$ cat src/rtl/core/tpld_pkg.sv
// tpld_pkg: shared types, sizes and codes for the two-partition LRU directory.
// Used by tpld_store and two_partition_lru_directory_unit. No dependencies.
package tpld_pkg;

    localparam int PART_DEPTH = 16;
    localparam int PART_AW    = (PART_DEPTH > 1) ? $clog2(PART_DEPTH) : 1;
    localparam int CNT_W      = $clog2(PART_DEPTH + 1);
    localparam int MEM_AW     = PART_AW + 1;
    localparam int MEM_DEPTH  = 2 * PART_DEPTH;
    localparam int KEY_W      = 64;
    localparam int HANDLE_W   = 32;
    localparam int REQ_W      = 2;
    localparam int CAP_W      = 5;
    localparam int CFG_IDX_W  = 2;
    localparam int CMP_W      = (CNT_W > CAP_W) ? CNT_W : CAP_W;

    localparam logic [CAP_W-1:0] CAP_RESET = 5'd16;

    localparam logic [REQ_W-1:0] REQ_LOOKUP = 2'd0;
    localparam logic [REQ_W-1:0] REQ_ADD    = 2'd1;
    localparam logic [REQ_W-1:0] REQ_REMOVE = 2'd2;

    localparam logic [CFG_IDX_W-1:0] CFG_INDEX_CAP = 2'd0;
    localparam logic [CFG_IDX_W-1:0] CFG_DATA_CAP  = 2'd1;

    typedef enum logic [2:0] {
        ST_IDLE,
        ST_SEARCH,
        ST_MOVE,
        ST_FINAL,
        ST_DONE
    } state_t;

    // what the final step does after the shift
    typedef enum logic [1:0] {
        FIN_FRONT,
        FIN_INSERT,
        FIN_DELETE
    } fin_t;

    typedef struct packed {
        logic [KEY_W-1:0]    key;
        logic [HANDLE_W-1:0] handle;
    } entry_t;

    typedef struct packed {
        logic              re;
        logic [MEM_AW-1:0] raddr;
        logic              we;
        logic [MEM_AW-1:0] waddr;
    } mem_ctrl_t;

    // register value 0 acts as 1, above the depth acts as the depth
    function automatic logic [CNT_W-1:0] eff_cap(input logic [CAP_W-1:0] cap);
        logic [CMP_W-1:0] wide;
        begin
            wide = CMP_W'(cap);
            if (cap == '0)
                return CNT_W'(1);
            if (wide > CMP_W'(PART_DEPTH))
                return CNT_W'(PART_DEPTH);
            return CNT_W'(cap);
        end
    endfunction

endpackage

$ cat src/rtl/core/tpld_store.sv
// tpld_store: entry memory for both partitions (address = partition, position),
// registered read port, one write port and the shared key comparator. Uses tpld_pkg.
module tpld_store
    import tpld_pkg::*;
(
    input  logic             clk,
    input  mem_ctrl_t        ctrl,
    input  entry_t           wdata,
    input  logic [KEY_W-1:0] cmp_key,
    output entry_t           rdata,
    output logic             key_match
);

    entry_t mem [MEM_DEPTH];
    entry_t rdata_reg;

    always_ff @(posedge clk)
    begin
        if (ctrl.we)
        begin
            mem[ctrl.waddr] <= wdata;
        end
        if (ctrl.re)
        begin
            rdata_reg <= mem[ctrl.raddr];
        end
    end

    assign rdata     = rdata_reg;
    assign key_match = (rdata_reg.key == cmp_key);

endmodule

$ cat src/rtl/core/two_partition_lru_directory_unit.sv
// two_partition_lru_directory_unit: top level, request sequencer and config registers.
// Depends on tpld_pkg and tpld_store.
// Sequence: accept, scan of the partition (a lookup may scan both), shift of the entries,
//   final step (front write or count update), result load.
// Throughput: one request at a time; result load waits while the output beat is stalled.
// Reset: counts zero, both capacities 16, entry memory contents not cleared.
module two_partition_lru_directory_unit
    import tpld_pkg::*;
(
    input  logic                 clk,
    input  logic                 rst_n,
    input  logic                 in_valid,
    output logic                 in_stall,
    input  logic [REQ_W-1:0]     req_type,
    input  logic [KEY_W-1:0]     key,
    input  logic                 is_data,
    input  logic [HANDLE_W-1:0]  node_handle,
    output logic                 out_valid,
    input  logic                 out_stall,
    output logic                 hit,
    output logic                 found_in_data,
    output logic [HANDLE_W-1:0]  handle_out,
    input  logic                 cfg_valid,
    output logic                 cfg_ready,
    input  logic [CFG_IDX_W-1:0] cfg_index,
    input  logic [CAP_W-1:0]     cfg_data
);

    state_t state_reg, state_next;
    fin_t   fin_reg, fin_next;

    logic [CAP_W-1:0]    idx_cap_reg, dat_cap_reg;
    logic [CNT_W-1:0]    idx_cnt_reg, idx_cnt_next;
    logic [CNT_W-1:0]    dat_cnt_reg, dat_cnt_next;
    logic [REQ_W-1:0]    req_reg, req_next;
    logic                part_reg, part_next;
    logic [CNT_W-1:0]    ptr_reg, ptr_next;
    logic                rvalid_reg, rvalid_next;
    logic [CNT_W-1:0]    mv_left_reg, mv_left_next;
    logic                wpend_reg, wpend_next;
    logic                dir_up_reg, dir_up_next;
    logic                out_valid_reg, out_valid_next;

    logic [KEY_W-1:0]    key_reg, key_next;
    logic [HANDLE_W-1:0] handle_reg, handle_next;
    logic [HANDLE_W-1:0] front_handle_reg, front_handle_next;
    logic [PART_AW-1:0]  src_reg, src_next;
    logic [PART_AW-1:0]  wdst_reg, wdst_next;
    logic                res_hit_reg, res_hit_next;
    logic                res_data_reg, res_data_next;
    logic [HANDLE_W-1:0] res_handle_reg, res_handle_next;
    logic                hit_reg, hit_next;
    logic                fid_reg, fid_next;
    logic [HANDLE_W-1:0] hout_reg, hout_next;

    mem_ctrl_t           mem_ctrl;
    entry_t              mem_wdata;
    entry_t              mem_rdata;
    logic                key_match;

    logic [CNT_W-1:0]    cur_cnt;
    logic [CNT_W-1:0]    cur_cap;
    logic [CNT_W-1:0]    new_cnt;
    logic                cnt_we;
    logic [PART_AW-1:0]  pos_found;
    logic [CNT_W-1:0]    ins_top;

    tpld_store u_store (
        .clk       (clk),
        .ctrl      (mem_ctrl),
        .wdata     (mem_wdata),
        .cmp_key   (key_reg),
        .rdata     (mem_rdata),
        .key_match (key_match)
    );

    assign in_stall      = (state_reg != ST_IDLE);
    assign cfg_ready     = 1'b1;
    assign out_valid     = out_valid_reg;
    assign hit           = hit_reg;
    assign found_in_data = fid_reg;
    assign handle_out    = hout_reg;

    assign cur_cnt   = part_reg ? dat_cnt_reg : idx_cnt_reg;
    assign cur_cap   = eff_cap(part_reg ? dat_cap_reg : idx_cap_reg);
    assign pos_found = PART_AW'(ptr_reg - CNT_W'(1));
    // a full partition shifts its last entry out
    assign ins_top   = (cur_cnt < CNT_W'(PART_DEPTH)) ? cur_cnt : CNT_W'(PART_DEPTH - 1);

    always_ff @(posedge clk or negedge rst_n)
    begin
        if (!rst_n)
        begin
            idx_cap_reg <= CAP_RESET;
            dat_cap_reg <= CAP_RESET;
        end
        else if (cfg_valid)
        begin
            unique case (cfg_index)
                CFG_INDEX_CAP: idx_cap_reg <= cfg_data;
                CFG_DATA_CAP:  dat_cap_reg <= cfg_data;
                default:       ;
            endcase
        end
    end

    always_ff @(posedge clk or negedge rst_n)
    begin
        if (!rst_n)
        begin
            state_reg     <= ST_IDLE;
            fin_reg       <= FIN_FRONT;
            idx_cnt_reg   <= '0;
            dat_cnt_reg   <= '0;
            req_reg       <= REQ_LOOKUP;
            part_reg      <= 1'b0;
            ptr_reg       <= '0;
            rvalid_reg    <= 1'b0;
            mv_left_reg   <= '0;
            wpend_reg     <= 1'b0;
            dir_up_reg    <= 1'b0;
            out_valid_reg <= 1'b0;
        end
        else
        begin
            state_reg     <= state_next;
            fin_reg       <= fin_next;
            idx_cnt_reg   <= idx_cnt_next;
            dat_cnt_reg   <= dat_cnt_next;
            req_reg       <= req_next;
            part_reg      <= part_next;
            ptr_reg       <= ptr_next;
            rvalid_reg    <= rvalid_next;
            mv_left_reg   <= mv_left_next;
            wpend_reg     <= wpend_next;
            dir_up_reg    <= dir_up_next;
            out_valid_reg <= out_valid_next;
        end
    end

    always_ff @(posedge clk)
    begin
        key_reg          <= key_next;
        handle_reg       <= handle_next;
        front_handle_reg <= front_handle_next;
        src_reg          <= src_next;
        wdst_reg         <= wdst_next;
        res_hit_reg      <= res_hit_next;
        res_data_reg     <= res_data_next;
        res_handle_reg   <= res_handle_next;
        hit_reg          <= hit_next;
        fid_reg          <= fid_next;
        hout_reg         <= hout_next;
    end

    always_comb
    begin
        state_next        = state_reg;
        fin_next          = fin_reg;
        req_next          = req_reg;
        part_next         = part_reg;
        ptr_next          = ptr_reg;
        rvalid_next       = rvalid_reg;
        mv_left_next      = mv_left_reg;
        wpend_next        = wpend_reg;
        dir_up_next       = dir_up_reg;
        key_next          = key_reg;
        handle_next       = handle_reg;
        front_handle_next = front_handle_reg;
        src_next          = src_reg;
        wdst_next         = wdst_reg;
        res_hit_next      = res_hit_reg;
        res_data_next     = res_data_reg;
        res_handle_next   = res_handle_reg;
        hit_next          = hit_reg;
        fid_next          = fid_reg;
        hout_next         = hout_reg;
        mem_ctrl          = '0;
        mem_wdata         = '{key: key_reg, handle: front_handle_reg};
        cnt_we            = 1'b0;
        new_cnt           = cur_cnt;

        // output register frees up when its beat is taken
        out_valid_next = out_valid_reg && out_stall;

        unique case (state_reg)
            ST_IDLE:
            begin
                if (in_valid)
                begin
                    req_next        = req_type;
                    key_next        = key;
                    handle_next     = node_handle;
                    part_next       = (req_type == REQ_LOOKUP) ? 1'b0 : is_data;
                    ptr_next        = '0;
                    rvalid_next     = 1'b0;
                    res_hit_next    = 1'b0;
                    res_data_next   = 1'b0;
                    res_handle_next = '0;
                    if (req_type == REQ_LOOKUP || req_type == REQ_ADD
                        || req_type == REQ_REMOVE)
                        state_next = ST_SEARCH;
                    else
                        state_next = ST_DONE;
                end
            end

            ST_SEARCH:
            begin
                rvalid_next = 1'b0;
                if (rvalid_reg && key_match)
                begin
                    res_hit_next    = 1'b1;
                    res_data_next   = part_reg;
                    res_handle_next = mem_rdata.handle;
                    state_next      = ST_MOVE;
                    wpend_next      = 1'b0;
                    if (req_reg == REQ_REMOVE)
                    begin
                        fin_next     = FIN_DELETE;
                        dir_up_next  = 1'b1;
                        src_next     = pos_found + PART_AW'(1);
                        mv_left_next = cur_cnt - CNT_W'(1) - CNT_W'(pos_found);
                    end
                    else
                    begin
                        fin_next          = FIN_FRONT;
                        dir_up_next       = 1'b0;
                        src_next          = pos_found - PART_AW'(1);
                        mv_left_next      = CNT_W'(pos_found);
                        front_handle_next = (req_reg == REQ_LOOKUP) ? mem_rdata.handle
                                                                    : handle_reg;
                    end
                end
                else if (ptr_reg < cur_cnt)
                begin
                    mem_ctrl.re    = 1'b1;
                    mem_ctrl.raddr = {part_reg, ptr_reg[PART_AW-1:0]};
                    ptr_next       = ptr_reg + CNT_W'(1);
                    rvalid_next    = 1'b1;
                end
                else if (req_reg == REQ_LOOKUP && !part_reg)
                begin
                    // index partition missed, try data partition
                    part_next = 1'b1;
                    ptr_next  = '0;
                end
                else if (req_reg == REQ_ADD)
                begin
                    fin_next          = FIN_INSERT;
                    dir_up_next       = 1'b0;
                    src_next          = ins_top[PART_AW-1:0] - PART_AW'(1);
                    mv_left_next      = ins_top;
                    front_handle_next = handle_reg;
                    wpend_next        = 1'b0;
                    state_next        = ST_MOVE;
                end
                else
                begin
                    state_next = ST_DONE;
                end
            end

            ST_MOVE:
            begin
                wpend_next = 1'b0;
                if (wpend_reg)
                begin
                    mem_ctrl.we    = 1'b1;
                    mem_ctrl.waddr = {part_reg, wdst_reg};
                    mem_wdata      = mem_rdata;
                end
                if (mv_left_reg != '0)
                begin
                    mem_ctrl.re    = 1'b1;
                    mem_ctrl.raddr = {part_reg, src_reg};
                    wdst_next      = dir_up_reg ? src_reg - PART_AW'(1)
                                                : src_reg + PART_AW'(1);
                    src_next       = dir_up_reg ? src_reg + PART_AW'(1)
                                                : src_reg - PART_AW'(1);
                    mv_left_next   = mv_left_reg - CNT_W'(1);
                    wpend_next     = 1'b1;
                end
                else
                begin
                    state_next = ST_FINAL;
                end
            end

            ST_FINAL:
            begin
                unique case (fin_reg)
                    FIN_FRONT:
                    begin
                        mem_ctrl.we    = 1'b1;
                        mem_ctrl.waddr = {part_reg, PART_AW'(0)};
                    end
                    FIN_INSERT:
                    begin
                        mem_ctrl.we    = 1'b1;
                        mem_ctrl.waddr = {part_reg, PART_AW'(0)};
                        cnt_we         = 1'b1;
                        if (cur_cnt < CNT_W'(PART_DEPTH) && cur_cnt < cur_cap)
                            new_cnt = cur_cnt + CNT_W'(1);
                    end
                    FIN_DELETE:
                    begin
                        cnt_we  = 1'b1;
                        new_cnt = cur_cnt - CNT_W'(1);
                    end
                    default: ;
                endcase
                state_next = ST_DONE;
            end

            ST_DONE:
            begin
                if (!out_valid_reg || !out_stall)
                begin
                    out_valid_next = 1'b1;
                    hit_next       = res_hit_reg;
                    fid_next       = res_data_reg;
                    hout_next      = res_handle_reg;
                    state_next     = ST_IDLE;
                end
            end

            default:
            begin
                state_next = ST_IDLE;
            end
        endcase

        idx_cnt_next = (cnt_we && !part_reg) ? new_cnt : idx_cnt_reg;
        dat_cnt_next = (cnt_we && part_reg) ? new_cnt : dat_cnt_reg;
    end

endmodule

$ cat config.mk
export PLATFORM = sky130hd
export DESIGN_NAME = two_partition_lru_directory_unit
export DESIGN_NICKNAME = d
export VERILOG_FILES = /design/src/rtl/core/tpld_pkg.sv /design/src/rtl/core/tpld_store.sv /design/src/rtl/core/two_partition_lru_directory_unit.sv
export SDC_FILE = /design/constraint.sdc
export NUM_CORES = 2
export LEC_CHECK = 0
export BUFFER_PORTS_ARGS = -buffer_cell sky130_fd_sc_hd__buf_4
export CORE_MARGIN = 5
export CORE_UTILIZATION = 57
export CTS_CLUSTER_SIZE = 14
export DETAILED_ROUTE_END_ITERATION = 7
export PLACE_DENSITY = 0.79
export SLEW_MARGIN = 15
export SYNTH_ARGS = -nofsm -noshare
export SYNTH_HDL_FRONTEND = slang
export SYNTH_HIERARCHICAL = 1
export SYNTH_SLANG_ARGS = --single-unit
$ cat constraint.sdc
create_clock -name clk -period 7 [get_ports clk]
set_input_delay 0.7 -clock clk [delete_from_list [all_inputs] [get_ports clk]]
set_output_delay 0.7 -clock clk [all_outputs]
set_load 0.05 [all_outputs]
Word-level counts from Yosys, hierarchy flattened. Memory sizes are Yosys's and may differ from the RTL's. A register that Yosys moved wholly into a read port is not among the register bits. Index checks and enable logic that the tools add are counted.

Add/subtract/negate cells: 11. Magnitude comparators: 4. Eq/ne operators: 27. Multiplexer cells: 94. Reduce and logical (&&, ||, !) cells: 39.

Operator list (number): $mux 32 (8); $mux 96 (2); $mux 5 (19); $eq 64x64->1 (1); $pmux 32 s2 (1); $mux 4 (8); $mux 6 (5); $pmux 5 s2 (3); $mux 1 (26); $mux 3 (8); $pmux 6 s2 (2); $ne 2x2->1 const B (11); $reduce_and 5->1 (4); $sub 4x1->4 const B (4); $pmux 3 s5 (1); $ne 3x3->1 const B (4); $reduce_and 2->1 (6); $reduce_and 4->1 (3); $add 5x1->5 const B (2); $lt 5x5->1 (2); $mux 2 (5); $pmux 1 s2 (5); $sub 5x1->5 const B (2); $add 4x1->4 const B (2); other kinds (20) (41).

Bits in registers: 246. Memory bits (writable): 3072. Bits of input ports: 111. Output and inout bits: 37. Word-level logic and storage cells: 201. Memories: 1.

Memories: u_store.mem (words 32, width 96, read ports 1, clocked after Yosys merged registers in 1, wr ports 1, line tpld_store.sv:14) `entry_t mem [MEM_DEPTH];`.

Depth between registers and ports, before layout.
Depth after elaboration: 11. Depth in mapped cells: 19. Gate-level depth less buffers: 13.

Cells and area by module. The synthesis kept the hierarchy.

By module, submodules not included: tpld_store (times used 1, cells an instance 5118, area each 120106.4 um2, sequential area each 95131.2 um2); two_partition_lru_directory_unit (times used 1, cells an instance 770, area each 11259.5 um2, sequential area each 7154.4 um2).

Least setup slack after synthesis. No wires, ideal clock.

Path kind: reg2reg. Start point: reg fin_reg[1]. End point: mem u_store/mem[18][0] in the netlist's numbering, enable pin. Setup time: 0.552 ns. Data arrival time: 6.150 ns. Required time: 6.448 ns. Slack: 0.298 ns. Stages on the path, launching flop included: 10. Path buffers: 2. Clock period less this slack: 6.702 ns. Path through: dfrtp_1 -> clkbuf_1 -> inv_1 -> ha_1 -> buf_1 -> nor2_1 -> a21oi_1 -> and2_1 -> or3b_2 -> nor2_1.

RTL lines: start: declaration (line two_partition_lru_directory_unit.sv:30) `fin_t fin_reg, fin_next;`; start signal: assignment (line two_partition_lru_directory_unit.sv:127) `fin_reg <= fin_next;`; end: declaration (line tpld_store.sv:14).

==> metrics.yaml <==
place_congestion: 0.8313
first_iter_violations: 10890
clock-sinks: 3413
crit_slowest_cell: "nor4_1"
ctsHoldBuffers: 100
hold_end: "dat_cap_reg[2]"
finalInstanceArea_um2: 148700
synth_edf_count: 3372
ys_ff_latch: 3413
ys_types: 78
status: "complete, no violations"
critPathKind: "flop to flop"
intPower_w: 0.03744
met2_length_um: 169300
synthesis.nets: 6025
worst-path-max-fanout: 29
start_util: 0.5720
critPathCaptureType: "flop"
io_buffers: 146
avgViaCountPerCell: 7.077
cpPeakStageDelay_ps: 990
drive_above_1_share: 0.2661
startpoint_type: "flop"
hold_path_depth: 2
largest_register_ffs: 3072
fin_crit_sh: 0.9662
cts_tree: "yes"
cts_max_level: 5
clockBufferDepth: 4
grt_max_degree: 142
placed_area_um2: 137300
synth_area_per_cell_um2: 22.31
wl_met3_um: 53440
top_layer: "met5"
cap_violations: 0
drc: 0
rows: 176
design.core.area_um2: 229700
synth_area_um2: 131400
synth_top_area_share: 0.7708
fmax_mhz: 147.9
synth.area.top_cells: "edfxtp_1, mux4_2, mux2i_1"
async_reset_ff_frac: 0.01201
post_cts_buffers: 0
clk_latency_ps: 970
setup_viol_count_final: 0
sw_frac_of_total: 0.2652
vdd_ir_drop_max_uv: 286.2
fin_setup_tns_ps: 0
seqPwrFrac: 0.487
antenna_found_initial: 13
p_per_area_nw_per_um2: 342.7
synth_seq_area_share: 0.7786
slew_headroom: 0.1527
reg2reg_to: "u_store/rdata[61]"
cts-resized-gates: 0
io_pins: 148
yosysMostFrequentCell: "edfxtp_1"
ys.flop_type: "edfxtp_1"
yosys-top-cells-count: "edfxtp_1, mux4_2, mux2i_1, mux2_2, clkbuf_1"
crit_start: "key_reg[59]"
r2r_cells: 15
gr-total-overflow: 0
synthCells: 5888
drt_pass1_iterations: 8
hold_start: "cfg_data[2]"
synth_largest_area_cell: "edfxtp_1"
ant_nets: 0
rrSetupSlack_ps: 240
crit_required_ps: 7680
r2r_start: "key_reg[59]"
pwr-share-clk: 0.342
p_leak_nw: 45.60
die_h_um: 490.1
timing.final.crit_period_ps: 6764
areaGrowthSynthToFinish_pct: 13.18
grtUsageTotal: 0.2970
wire_per_inst_um: 37.35
power.switching_w: 0.01351
num_vias: 68130
worstPathArrival_ps: 7450
final_hold_viol_count: 0
fp.dieW_um: 490.1
drt-total-wl_um: 359600
wirelength_met1_um: 117500
combPwrFrac: 0.171
rsz0062_at_grt: "no"
hold_class: "primary input to flop"
nets: 6483
grt_first_pass_wirelength_um: 506900
path_clk_slew_ps: 60
maxSlewViolCount: 0
clockRootBuffer: "clkbuf_16"
ys_warn_count: 6
crit_chain: "xor2_1 -> nor4_1 -> nand4_1 -> nor4_1 -> buf_4 -> nand2_1 -> nand2_4 -> nor3_2 -> nand2b_4 -> and2_4 -> nand2b_2 -> buf_4 -> buf_4 -> o221ai_1 -> o21ai_1"
die-area_um2: 240200
hpwlAfterDp_um: 165700
worstMarginPinSlew_ps: 1268
skew_ps: 83.64
numCtsBuffers: 339
cp_common_cell: "buf_4"
grt_pass1_vias: 68260
## cells in the final DEF, fill, tap and decap left out, types with 35 or more instances in the layout
cell type,synthesis,final
a211oi_1,46,46
o221ai_1,94,94
a22oi_1,84,84
clkbuf_16,0,344
a21oi_1,64,63
buf_4,64,256
buf_12,0,73
or2_2,41,40
dfrtp_1,39,39
o21ai_0,47,44
dlygate4sd3_1,0,100
mux2i_1,213,213
edfxtp_1,3372,3372
nor2_4,1,37
clkinv_1,0,90
clkinv_2,0,40
and2_1,38,36
mux2_2,144,144
mux4_2,724,724
clkbuf_1,129,67
nand2_1,106,106
a21o_1,41,41
xor2_1,68,68
a32o_1,35,35
## kinds of logic (layout without fill, tap and decap cells)
family | count (synthesis) | after routing | synth area share
compound gates | 559 | 559 | 0.03185
xor+xnor | 82 | 82 | 0.005629
fa+ha+maj | 26 | 26 | 0.002534
buf+inv | 341 | 1041 | 0.01329
flops | 3413 | 3413 | 0.7786
mux | 1085 | 1085 | 0.1532
other cells | 1 | 14 | 0.00002855
simple gates | 381 | 381 | 0.01479
## routing by layer
metal | vias up | track usage
li1 | 25810 | -
met1 | 35080 | 0.4048
met2 | 6099 | 0.4647
met3 | 1131 | 0.07345
met4 | 10 | 0.1293
met5 | - | 0
## critical path, delay by kind of cell (launching register included)
kind            cells  cell delay [ps]
xor+xnor            1              240
flops               1              420
buf+inv             3              970
simple gates        9             4410
compound gates      2              380
## metrics by stage
stage	util	hold slack, ps	total power, W	worst slack, ps	instances
floorplan	-	400.3	0.03071	298.1	5888
global placement	0.5977	400.4	0.03337	169.8	8929
detailed placement	0.5978	404.5	0.03364	718.4	8930
CTS	0.6471	2.638	0.05096	607.7	9613
global route	0.6473	30.26	0.05239	246.2	9620
finish	0.6474	56.65	0.05095	236.4	9627
## worst max-delay path by stage
stage | slack [ps] | cells after the start | endpoint
global placement | 170 | 15 | u_store/rdata[85]
finish | 240 | 15 | u_store/rdata[61]
floorplan | 300 | 9 | u_store/mem[18][0]
CTS | 610 | 17 | u_store/rdata[77]
detailed placement | 720 | 16 | u_store/rdata[74]
global route | 250 | 17 | u_store/rdata[86]
## power by group through the flow
stage	logic (W)	clock network (W)	registers, W
after global routing	0.00913	0.0184	0.0249
after floorplan	0.00543	0	0.0253
after CTS	0.00861	0.0175	0.0248
final	0.00871	0.0174	0.0248
after detailed placement	0.00841	0	0.0252
after global placement	0.00816	0	0.0252
## layout make-up
cell class	count	area, um2
clock buffer	411	8860
clock inverter	172	1479
sequential	3413	102300
multi-input combinational	2134	27740
timing repair buffer	429	4384
antenna	13	32.53
inverter	29	121.4
tap	3026	3786
fill	13960	81000
No activity file was read; power rests on OpenSTA's default activity.
